File: config.mk
export PLATFORM = sky130hd
export DESIGN_NAME = char_stream_tokenizer
export DESIGN_NICKNAME = d
export VERILOG_FILES = /design/src/hdl/cst_pkg.sv /design/src/hdl/cst_front.sv /design/src/hdl/cst_back.sv /design/src/hdl/cst_resq.sv /design/src/hdl/char_stream_tokenizer.sv
export VERILOG_INCLUDE_DIRS = /design/src /design/src/hdl
export SDC_FILE = /design/constraint.sdc
export NUM_CORES = 1
export LEC_CHECK = 0
export ABC_CLOCK_PERIOD_IN_PS = 4900
export BUFFER_PORTS_ARGS = -buffer_cell sky130_fd_sc_hd__buf_2
export CELL_PAD_IN_SITES_DETAIL_PLACEMENT = 1
export CELL_PAD_IN_SITES_GLOBAL_PLACEMENT = 2
export CORE_ASPECT_RATIO = 1.75
export CORE_MARGIN = 10
export CORE_UTILIZATION = 42
export DETAILED_ROUTE_END_ITERATION = 12
export GPL_ROUTABILITY_DRIVEN = 0
export GPL_TIMING_DRIVEN = 0
export PLACE_DENSITY = 0.86
export SLEW_MARGIN = 40
export SYNTH_ARGS = -nofsm -noshare
export SYNTH_HDL_FRONTEND = slang
export SYNTH_SLANG_ARGS = --single-unit
File: constraint.sdc
create_clock -name clk -period 4.9 [get_ports clk]
set_clock_uncertainty 0.15 [all_clocks]
set_input_delay 0 -clock clk [delete_from_list [all_inputs] [get_ports clk]]
set_output_delay 0 -clock clk [all_outputs]
set_load 0.01 [all_outputs]
File: src/hdl/assert_macros.svh
// Assertion macros shared by the tokenizer modules.
`ifndef ASSERT_MACROS_SVH
`define ASSERT_MACROS_SVH

// Check a property at every rising clock edge outside reset.
`define ASSERT_CLK(label, clk, rst, prop, msg) \
  label: assert property (@(posedge clk) disable iff (rst) (prop)) else $error(msg);

// Check that a condition never holds outside reset.
`define ASSERT_NEVER(label, clk, rst, cond, msg) \
  label: assert property (@(posedge clk) disable iff (rst) !(cond)) else $error(msg);

`endif

File: src/hdl/cst_pkg.sv
// Shared types, codes and constants of the character stream tokenizer.
package cst_pkg;

  localparam logic [2:0] KIND_END    = 3'd0;
  localparam logic [2:0] KIND_NUMBER = 3'd1;
  localparam logic [2:0] KIND_IDENT  = 3'd2;
  localparam logic [2:0] KIND_DEF    = 3'd3;
  localparam logic [2:0] KIND_SINGLE = 3'd4;
  localparam logic [2:0] KIND_ICHAR  = 3'd5;

  localparam logic [7:0] CHAR_HASH  = 8'h23;
  localparam logic [7:0] CHAR_LF    = 8'h0A;
  localparam logic [7:0] CHAR_CR    = 8'h0D;
  localparam logic [7:0] CHAR_SPACE = 8'h20;
  localparam logic [7:0] CHAR_TAB   = 8'h09;
  localparam logic [7:0] CHAR_ZERO  = 8'h30;
  localparam logic [7:0] CHAR_NINE  = 8'h39;

  localparam logic [30:0] NUM_MAX   = 31'h7FFF_FFFF;
  localparam logic [7:0]  LEN_MAX   = 8'd255;
  localparam logic [7:0]  KW_LEN    = 8'd3;

  localparam int unsigned RESQ_DEPTH = 4;
  localparam int unsigned RESQ_AW    = $clog2(RESQ_DEPTH);

  // Classified input item.
  typedef struct packed {
    logic       eoi;
    logic [7:0] ch;
    logic       letter;
    logic       digit;
    logic       space;
    logic       hash;
    logic       eol;
    logic [3:0] dig;
  } item_t;

  // One result item.
  typedef struct packed {
    logic [2:0]  kind;
    logic [7:0]  ch;
    logic [30:0] num;
    logic [7:0]  len;
    logic        last;
  } res_t;

  // Results written by the scanner in one cycle.
  typedef struct packed {
    logic [1:0] count;
    res_t       r0;
    res_t       r1;
  } resq_wr_t;

  // Keyword text "def", one character per position.
  function automatic logic [7:0] kw_char(input logic [1:0] pos);
    logic [7:0] c;
    unique case (pos)
      2'd0:    c = 8'h64;
      2'd1:    c = 8'h65;
      2'd2:    c = 8'h66;
      default: c = 8'h00;
    endcase
    return c;
  endfunction

  function automatic res_t mk_res(input logic [2:0] kind, input logic [7:0] ch,
                                  input logic [30:0] num, input logic [7:0] len);
    res_t r;
    r.kind = kind;
    r.ch   = ch;
    r.num  = num;
    r.len  = len;
    r.last = 1'b0;
    return r;
  endfunction

endpackage

File: src/hdl/cst_front.sv
// Front end: accepts input bytes, classifies them and queues them for the scanner.
`include "assert_macros.svh"

module cst_front (
  input  logic           clk,
  input  logic           rst,
  input  logic           push,
  input  logic [7:0]     char_code,
  input  logic           end_of_input,
  output logic           full,
  output logic           head_valid,
  output cst_pkg::item_t head,
  input  logic           take
);

  cst_pkg::item_t q [2];
  logic           wptr;
  logic           rptr;
  logic [1:0]     count;
  logic           do_push;
  logic           do_pop;
  cst_pkg::item_t cls;

  always_comb begin
    cls.eoi    = end_of_input;
    cls.ch     = char_code;
    cls.letter = ((char_code >= 8'h61) && (char_code <= 8'h7A)) ||
                 ((char_code >= 8'h41) && (char_code <= 8'h5A));
    cls.digit  = (char_code >= cst_pkg::CHAR_ZERO) && (char_code <= cst_pkg::CHAR_NINE);
    cls.space  = (char_code == cst_pkg::CHAR_SPACE) ||
                 ((char_code >= cst_pkg::CHAR_TAB) && (char_code <= cst_pkg::CHAR_CR));
    cls.hash   = (char_code == cst_pkg::CHAR_HASH);
    cls.eol    = (char_code == cst_pkg::CHAR_LF) || (char_code == cst_pkg::CHAR_CR);
    cls.dig    = 4'(char_code - cst_pkg::CHAR_ZERO);
  end

  assign full       = (count == 2'd2);
  assign head_valid = (count != 2'd0);
  assign head       = q[rptr];
  assign do_push    = push && !full;
  assign do_pop     = take && head_valid;

  always_ff @(posedge clk) begin
    if (do_push) begin
      q[wptr] <= cls;
    end
  end

  always_ff @(posedge clk) begin
    if (rst) begin
      wptr  <= 1'b0;
      rptr  <= 1'b0;
      count <= 2'd0;
    end else begin
      if (do_push) begin
        wptr <= ~wptr;
      end
      if (do_pop) begin
        rptr <= ~rptr;
      end
      count <= count + {1'b0, do_push} - {1'b0, do_pop};
    end
  end

  `ASSERT_NEVER(a_take_empty, clk, rst, take && !head_valid, "scanner took from empty queue")

endmodule

File: src/hdl/cst_back.sv
// Back end: scan state machine that turns classified items into result items.
`include "assert_macros.svh"

module cst_back (
  input  logic              clk,
  input  logic              rst,
  input  logic              head_valid,
  input  cst_pkg::item_t    head,
  output logic              take,
  input  logic              room,
  output cst_pkg::resq_wr_t wr
);

  typedef enum logic [1:0] {
    MODE_IDLE,
    MODE_IDENT,
    MODE_NUMBER,
    MODE_COMMENT
  } mode_t;

  mode_t       mode;
  mode_t       mode_next;
  logic [30:0] acc;
  logic [30:0] acc_next;
  logic [7:0]  cnt;
  logic [7:0]  cnt_next;
  logic        kw;
  logic        kw_next;
  logic [7:0]  cnt_inc;
  logic [34:0] prod;
  logic [30:0] acc_mac;
  cst_pkg::res_t r0;
  cst_pkg::res_t r1;
  cst_pkg::res_t extra;
  cst_pkg::res_t ident_res;
  logic        extra_ok;
  logic        idle_run;
  logic [1:0]  n;

  assign take    = head_valid && room;
  assign cnt_inc = (cnt == cst_pkg::LEN_MAX) ? cnt : cnt + 8'd1;

  // value * 10 + digit, saturated
  assign prod    = {1'b0, acc, 3'b000} + {3'b000, acc, 1'b0} + {31'd0, head.dig};
  assign acc_mac = (|prod[34:31]) ? cst_pkg::NUM_MAX : prod[30:0];

  assign ident_res = cst_pkg::mk_res(
      (kw && (cnt == cst_pkg::KW_LEN)) ? cst_pkg::KIND_DEF : cst_pkg::KIND_IDENT,
      8'd0, 31'd0, cnt);

  always_comb begin
    mode_next = mode;
    acc_next  = acc;
    cnt_next  = cnt;
    kw_next   = kw;
    r0        = '0;
    r1        = '0;
    extra     = '0;
    extra_ok  = 1'b0;
    idle_run  = 1'b0;
    n         = 2'd0;
    if (head.eoi) begin
      if (mode == MODE_IDENT) begin
        r0 = ident_res;
        n  = 2'd1;
      end else if (mode == MODE_NUMBER) begin
        r0 = cst_pkg::mk_res(cst_pkg::KIND_NUMBER, 8'd0, acc, 8'd0);
        n  = 2'd1;
      end
      extra     = cst_pkg::mk_res(cst_pkg::KIND_END, 8'd0, 31'd0, 8'd0);
      extra_ok  = 1'b1;
      mode_next = MODE_IDLE;
      acc_next  = '0;
      cnt_next  = '0;
      kw_next   = 1'b0;
    end else begin
      unique case (mode)
        MODE_IDENT: begin
          if (head.letter || head.digit) begin
            kw_next  = kw && (cnt < cst_pkg::KW_LEN) && (head.ch == cst_pkg::kw_char(cnt[1:0]));
            cnt_next = cnt_inc;
            r0       = cst_pkg::mk_res(cst_pkg::KIND_ICHAR, head.ch, 31'd0, 8'd0);
            n        = 2'd1;
          end else begin
            r0        = ident_res;
            n         = 2'd1;
            cnt_next  = '0;
            kw_next   = 1'b0;
            mode_next = MODE_IDLE;
            idle_run  = 1'b1;
          end
        end
        MODE_NUMBER: begin
          if (head.digit) begin
            acc_next = acc_mac;
          end else begin
            r0        = cst_pkg::mk_res(cst_pkg::KIND_NUMBER, 8'd0, acc, 8'd0);
            n         = 2'd1;
            acc_next  = '0;
            mode_next = MODE_IDLE;
            idle_run  = 1'b1;
          end
        end
        MODE_COMMENT: begin
          if (head.eol) begin
            mode_next = MODE_IDLE;
          end
        end
        MODE_IDLE: begin
          idle_run = 1'b1;
        end
        default: begin
          mode_next = MODE_IDLE;
        end
      endcase
    end

    // The ending byte is handled as in idle mode.
    if (idle_run) begin
      priority if (head.space) begin
        mode_next = mode_next;
      end else if (head.letter) begin
        mode_next = MODE_IDENT;
        cnt_next  = 8'd1;
        kw_next   = (head.ch == cst_pkg::kw_char(2'd0));
        extra     = cst_pkg::mk_res(cst_pkg::KIND_ICHAR, head.ch, 31'd0, 8'd0);
        extra_ok  = 1'b1;
      end else if (head.digit) begin
        mode_next = MODE_NUMBER;
        acc_next  = {27'd0, head.dig};
      end else if (head.hash) begin
        mode_next = MODE_COMMENT;
      end else begin
        extra    = cst_pkg::mk_res(cst_pkg::KIND_SINGLE, head.ch, 31'd0, 8'd0);
        extra_ok = 1'b1;
      end
    end

    if (extra_ok) begin
      if (n == 2'd0) begin
        r0 = extra;
        n  = 2'd1;
      end else begin
        r1 = extra;
        n  = 2'd2;
      end
    end

    // Mark the final result of the item.
    if (n == 2'd1) begin
      r0.last = 1'b1;
    end else if (n == 2'd2) begin
      r1.last = 1'b1;
    end
  end

  assign wr.count = take ? n : 2'd0;
  assign wr.r0    = r0;
  assign wr.r1    = r1;

  always_ff @(posedge clk) begin
    if (rst) begin
      mode <= MODE_IDLE;
      acc  <= '0;
      cnt  <= '0;
      kw   <= 1'b0;
    end else if (take) begin
      mode <= mode_next;
      acc  <= acc_next;
      cnt  <= cnt_next;
      kw   <= kw_next;
    end
  end

  `ASSERT_CLK(a_eoi_clears, clk, rst, take && head.eoi |=> (mode == MODE_IDLE) && (acc == '0) && (cnt == '0), "end mark left scan state")
  `ASSERT_CLK(a_eoi_ends, clk, rst, take && head.eoi |-> (wr.count != 2'd0) && ((wr.count == 2'd1) ? (wr.r0.kind == cst_pkg::KIND_END) : (wr.r1.kind == cst_pkg::KIND_END)), "end mark gave no end token")

endmodule

File: src/hdl/cst_resq.sv
// Result queue: takes up to two results a cycle, hands out one a cycle.
`include "assert_macros.svh"

module cst_resq (
  input  logic              clk,
  input  logic              rst,
  input  cst_pkg::resq_wr_t wr,
  output logic              room,
  output logic              empty,
  input  logic              pop,
  output cst_pkg::res_t     head
);

  localparam int unsigned AW = cst_pkg::RESQ_AW;

  cst_pkg::res_t mem [cst_pkg::RESQ_DEPTH];
  logic [AW-1:0] wptr;
  logic [AW-1:0] rptr;
  logic [AW:0]   count;
  logic          do_pop;

  assign empty  = (count == '0);
  assign room   = (count <= (AW+1)'(cst_pkg::RESQ_DEPTH - 2));
  assign head   = mem[rptr];
  assign do_pop = pop && !empty;

  always_ff @(posedge clk) begin
    if (wr.count != 2'd0) begin
      mem[wptr] <= wr.r0;
    end
    if (wr.count == 2'd2) begin
      mem[wptr + AW'(1)] <= wr.r1;
    end
  end

  always_ff @(posedge clk) begin
    if (rst) begin
      wptr  <= '0;
      rptr  <= '0;
      count <= '0;
    end else begin
      wptr  <= wptr + AW'(wr.count);
      if (do_pop) begin
        rptr <= rptr + AW'(1);
      end
      count <= count + (AW+1)'(wr.count) - (AW+1)'(do_pop);
    end
  end

  `ASSERT_CLK(a_no_overflow, clk, rst, (wr.count != 2'd0) |-> ((AW+2)'(count) + (AW+2)'(wr.count) <= (AW+2)'(cst_pkg::RESQ_DEPTH) + (AW+2)'(do_pop)), "result queue overflow")

endmodule

File: src/hdl/char_stream_tokenizer.sv
// Top level of the character stream tokenizer.
//
//  channel   direction  handshake       payload
//  input     in         push / full     char_code, end_of_input
//  result    out        pop / empty     token_kind, char_value, number_value,
//                                       ident_length, last_of_item
//
// One item a cycle is accepted unless full; the classifier queue holds two items.
// Each item gives zero to two results; the result queue delivers one a cycle,
// so one item a cycle is sustained while results drain as fast, at most one per item.
// An item's first result passes the classifier queue and result queue to the ports.
// rst is synchronous and clears the queues and the scan state; no clearing pass.
// A stalled consumer backs up the result queue, then the scanner, then full.
module char_stream_tokenizer (
  input  logic        clk,
  input  logic        rst,
  input  logic        push,
  output logic        full,
  input  logic [7:0]  char_code,
  input  logic        end_of_input,
  output logic        empty,
  input  logic        pop,
  output logic [2:0]  token_kind,
  output logic [7:0]  char_value,
  output logic [30:0] number_value,
  output logic [7:0]  ident_length,
  output logic        last_of_item
);

  logic              head_valid;
  cst_pkg::item_t    head;
  logic              take;
  logic              room;
  cst_pkg::resq_wr_t wr;
  cst_pkg::res_t     res;

  cst_front u_front (
    .clk          (clk),
    .rst          (rst),
    .push         (push),
    .char_code    (char_code),
    .end_of_input (end_of_input),
    .full         (full),
    .head_valid   (head_valid),
    .head         (head),
    .take         (take)
  );

  cst_back u_back (
    .clk        (clk),
    .rst        (rst),
    .head_valid (head_valid),
    .head       (head),
    .take       (take),
    .room       (room),
    .wr         (wr)
  );

  cst_resq u_resq (
    .clk   (clk),
    .rst   (rst),
    .wr    (wr),
    .room  (room),
    .empty (empty),
    .pop   (pop),
    .head  (res)
  );

  assign token_kind   = res.kind;
  assign char_value   = res.ch;
  assign number_value = res.num;
  assign ident_length = res.len;
  assign last_of_item = res.last;

endmodule

Word-level counts from Yosys, hierarchy flattened --
Memory sizes are Yosys's and may differ from the RTL's. A register that Yosys moved wholly into a read port is not among the register bits. Cells that the tools add are included.
Operators by class: add/sub/neg operators 11, $lt $le $gt $ge 10, equality and inequality tests 17, muxes and demuxes 82, bitwise operators 2, reductions and logical operators 24
Operators with widths (count):
- 51-bit two-way mux | 12
- 31-bit two-way mux | 8
- 51-bit one-hot mux with 2 select lines | 1
- 49-bit two-way mux | 2
- 8-bit two-way mux | 10
- 34-bit by 32-bit adder with 35-bit output | 1
- 35-bit by 4-bit adder with 35-bit output | 1
- 2-bit two-way mux | 16
- 1-bit two-way mux | 29
- 7-bit one-hot mux with 3 select lines | 1
- 8-bit by 4-bit equality test with 1-bit output, second input constant | 2
- 8-bit by 6-bit equality test with 1-bit output, second input constant | 2
- 8-bit by 7-bit >= comparator with 1-bit output, second input constant | 2
- 8-bit by 7-bit <= comparator with 1-bit output, second input constant | 2
- 2-bit equality test, second input constant | 6
- 1-bit logical AND | 11
- 8-bit by 1-bit adder with 8-bit output, second input constant | 1
- 8-bit by 2-bit equality test with 1-bit output, second input constant | 1
- 8-bit by 7-bit equality test with 1-bit output, second input constant | 1
- 8-bit equality test | 1
- 8-bit equality test, second input constant | 1
- 8-bit by 4-bit >= comparator with 1-bit output, second input constant | 1
- 8-bit by 6-bit >= comparator with 1-bit output, second input constant | 1
- 8-bit by 4-bit <= comparator with 1-bit output, second input constant | 1
- 21 further kinds | 32
Storage, ports and cells: register bits after elaboration 53, memory bits (writable) 240, input bits 13, output and inout port bits 53, logic and storage cells 158, memories kept 2
Memories:
- u_resq.mem | depth 4, bits a word 51, read ports 1, clocked after memory_dff 1, write ports 2, line cst_resq.sv:16 | cst_pkg::res_t mem [cst_pkg::RESQ_DEPTH];
- u_front.q | depth 2, bits a word 18, read ports 1, clocked after memory_dff 1, write ports 1, line cst_front.sv:16 | cst_pkg::item_t q [2];

Depth between registers and ports, before layout --
depth after elaboration 13, gate-level depth with buffers 17, depth with buffers taken out 16

Hierarchy --
A second synthesis with hierarchy kept.
Unflattened totals: cell total of the unflattened synthesis 1363, area total of the unflattened synthesis 17276.6 um^2
Modules (own cells, without submodules):
- cst_resq | times used 1, cells each 544, area an instance 10403.7 um^2, sequential area each 6306.0 um^2
- cst_back | times used 1, cells each 724, area an instance 5479.0 um^2, sequential area each 840.8 um^2
- cst_front | times used 1, cells each 95, area an instance 1393.8 um^2, sequential area each 940.9 um^2

Worst setup path after synthesis --
No wires, ideal clock.
path kind reg-to-reg, start register (tool-made name), end register u_back.acc[23], setup time 0.132 ns, arrival 4.103 ns, setup slack 0.515 ns, cell stages (with the launch flop) 18, period minus slack after synthesis 4.385 ns, path through dfxtp_1 buf_4 buf_2 mux2i_1 inv_1 ha_1 ha_1 fa_1 a211oi_1 o21ai_1 a221oi_2 o31a_4 o41ai_4 xnor2_1 o211ai_2 buf_6 a2111oi_1 nor3_1
RTL lines:
- end signal: assignment | line cst_back.sv:169 | acc <= acc_next;
- end: declaration | line cst_back.sv:23 | logic [30:0] acc;

==> impl_results.md <==
* Critical path required time at 5.20 ns
* Slew headroom at 40.7%
* Final Hold Fails at 0
* Netlist area before placement at 14300 µm²
* Shortest clock period the worst path allows after layout at 4.66 ns
* Critical Path Max Stage Delay at 0.52 ns
* Number of enable-type register cells in the synthesized netlist at 72
* Number of violations reported at the end of detailed-routing iteration 0 at 505
* PD cells at 429 nW/µm²
* Number of global-route vias before repair at 12200
* Final total negative setup slack at 0 ns
* Total track usage at 20.9%
* Vias per cell at 5.97
* Share of flip-flops with an asynchronous set or reset after synthesis at 0%
* Number of synthesis warnings at 0
* Half-perimeter wire length after detailed placement at 33.3 mm
* Drc violations at 0
* Setup violation total in the final timing report at 0
* TritonCTS sink count at 288
* Fraction of final layout cells sized beyond drive strength 1 at 17.9%
* Average instance area after synthesis at 10.9 µm²
* Total number of vias at 11300
* Largest net degree at the start of global routing at 16
* Wire length after detailed routing at 45.2 mm
* Initial antenna violation count at 0
* Worst path buffer plus inverter count at 4
* Height of the die at 264 µm
* Unrepaired setup endpoints after global routing: false
* DIE AREA at 42200 µm²
* Data arrival time of the critical path at 4.96 ns
* Clock-pin slew on the worst setup and hold paths at 0.07 ns
* Clock latency of the later-clocked register in the worst-skew pair at 0.59 ns
* Starting Density at 42.4%
* Count of nets after finishing at 1516
* Core utilization of the finished layout at 48.6%
* Placed Instances at 1829
* Clock buffer count from CTS at 27
* Non-filler cells in the finished layout at 1895
* CTS H-tree depth at 1
* Num rows at 89
* DIE WIDTH at 160 µm
* Leakage Power at 6.41 nW
* Final Slew Violations at 0
* Gate Count Post-Synth at 1309
* Average routed wire per standard cell at 23.9 µm
* Wire length of the first global-routing pass at 70.2 mm
* Layout filler cell count at 3659
* Worst min path class: in -> reg
* Number of port buffers at 65
* Setup crit start kind: flop
* Buffer type at the clock tree root: clkbuf_16
* Cell area after placement at 15200 µm²
* Primary FF master, synth: dfxtp_1
* Worst slack after detailed placement at -0.532 ns
* Standard cell with the maximum stage delay on the critical path: fa_1
* Slew @ Worst Pin at 0.887 ns
* Top Family by Delay on Critical Path: compound AO/OA/AOI/OAI gates
* Kind of capture point of the worst setup path: flop
* Cells along the critical path: buf_4 > buf_6 > mux2i_4 > inv_1 > fa_1 > fa_1 > a211oi_2 > o21ai_1 > a221oi_2 > o31a_4 > o32ai_1 > o211ai_2 > o211ai_2 > buf_6 > a2111oi_2 > nor3_2
* Core Region at 33700 µm²
* Sum of internal, switching and leakage power at 7.04 mW
* Worst Hold Margin at 0.0381 ns
* Maximum vdd drop at 346 µV
* Clock tree buffer depth at 3
* Layout overhead on the synthesized area at 14.6%
* Count of TritonRoute iterations in the first routing pass at 5
* Cell variety after synth at 78
* Maximum fanout along the worst path at 10
* Least setup slack across all paths after layout at 0.238 ns
* Yosys reg bits at 288
* Net count of the mapped netlist at 1404
* Remaining number of nets flagged by the antenna check after routing at 0
* Total gr overflow at 0
* Share of the cycle needed by the critical path after routing at 95.1%
* CTS tree: built
* Class of the most critical setup path: reg -> reg
* Share of the yosys chip area belonging to registers at 45.3%
* Fmax at 0.214 GHz
* Diode insertion count for antenna repair at 0
* Finished Cell Area at 16400 µm²
* Max-cap violations at 0
* IO Count at 66
* Outcome: finished, final reports clean
synthesized netlist by cell type (5+ instances only):
| cell type | instances | share of area (%) |
|---|---|---|
| nor3_2 | 10 | 0.70 |
| a21o_1 | 15 | 0.79 |
| mux4_2 | 51 | 8.0 |
| xnor2_1 | 27 | 1.7 |
| buf_2 | 12 | 0.42 |
| nor2_1 | 126 | 3.3 |
| inv_1 | 38 | 1.0 |
| mux2i_1 | 14 | 0.98 |
| nor4_1 | 6 | 0.26 |
| o21ai_0 | 46 | 1.6 |
| nand2b_1 | 5 | 0.22 |
| dfxtp_1 | 216 | 30 |
| nor3_1 | 29 | 1.0 |
| clkbuf_1 | 63 | 1.7 |
| a2111oi_2 | 14 | 1.5 |
| a211oi_1 | 6 | 0.31 |
| a22o_1 | 130 | 8.0 |
| nor2b_1 | 9 | 0.39 |
| a31oi_1 | 13 | 0.57 |
| nand2_1 | 59 | 1.5 |
| buf_1 | 13 | 0.34 |
| and3_1 | 9 | 0.39 |
| o22ai_1 | 13 | 0.57 |
| a21oi_1 | 65 | 2.3 |
| ha_1 | 79 | 6.9 |
| xor2_1 | 11 | 0.67 |
| nand3_1 | 25 | 0.87 |
| buf_6 | 5 | 0.39 |
| o21ai_1 | 5 | 0.17 |
| a32o_1 | 33 | 2.3 |
| edfxtp_1 | 72 | 15 |
| nand4_1 | 6 | 0.26 |
layout make-up:
cell class	instances	area (µm²)	area share [%]
multi-input cells	888	7380	45.0
flip-flops and latches	288	6490	39.5
plain buffers	95	432	2.63
well taps	455	569	3.47
repair buffers	83	493	3.00
clock buffers	36	759	4.63
clock inverters	12	136	0.831
inverters	38	146	0.892
routing by layer:
metal	vias to the layer above	wire length (µm)	track usage (%)
li1	5243	-	-
met1	5755	16000	20.6
met2	211	25300	40.9
met3	96	1320	2.43
met4	0	2570	11.7
met5	-	0	0
worst reg2reg max path: cells and delay by family, from the launching register on:
| family | cells | cell delay, ns |
|---|---|---|
| simple gates | 1 | 0.09 |
| mux | 1 | 0.26 |
| fa+ha+maj | 2 | 1.02 |
| compound gates | 8 | 1.90 |
| flops | 1 | 0.40 |
| buf+inv | 4 | 0.74 |
cell families after synthesis:
family / synth area share (%)
muxes: 9.16
adders and majority gates: 7.32
DFF: 45.3
AOI/OAI and AO/OA: 22.0
and+or+nand+nor: 10.0
buffers and inverters: 3.89
xor gates and xnor gates: 2.32
power breakdown:
group / internal (mW) / total, mW / switching, mW
sequential: 2.62 / 2.75 / 0.134
clock: 1.20 / 2.17 / 0.968
combinational: 0.724 / 2.11 / 1.39
total: 4.54 / 7.04 / 2.49
path summary, 6_finish.rpt:
kind	startpoint	endpoint	slack [ns]	cells past startpoint
max reg2reg	flop	u_back.acc[27]	0.24	16
min	char_code[6]	u_front.q[0][15]	0.04	2
max	flop	u_back.acc[27]	0.24	16
min reg2reg	u_resq.mem[1][1]	u_resq.mem[1][1]	0.31	1
placed cells by master (no fill, tap or decap), types with 9 or more instances in the layout:
cell,netlist,final
a2111oi_2,14,15
a21o_1,15,15
a21oi_1,65,61
a22o_1,130,130
a31oi_1,13,13
a32o_1,33,33
and3_1,9,9
buf_1,13,9
buf_2,12,80
clkbuf_1,63,62
clkbuf_16,0,27
dfxtp_1,216,216
dlygate4sd3_1,0,13
edfxtp_1,72,72
ha_1,79,79
inv_1,38,37
mux2i_1,14,9
mux4_2,51,51
nand2_1,59,59
nand3_1,25,25
nor2_1,126,122
nor2b_1,9,9
nor3_1,29,28
nor3_2,10,10
o21ai_0,46,45
o22ai_1,13,13
xnor2_1,27,27
xor2_1,11,11
repair_timing:
action / in CTS / in global routing
hold buffers: 13 / 0
buffers inserted: 3 / 2
endpoints found under the hold margin: 69 / 0
pin swaps: 1 / 0
gates resized for setup: 11 / 13
setup endpoints to repair: 64 / 104
registers in the layout, summed over array words and instances (netlist names), named ones only:
name	cells
u_front.rptr	1
u_resq.mem	204
u_resq.rptr	2
u_resq.wptr	2
u_back.mode	2
u_back.acc	31
u_back.cnt	8
u_back.kw	1
u_front.wptr	1
u_front.q	28
u_resq.count	3
u_front.count	2
Note: power is estimated with default switching activity, not from simulation.
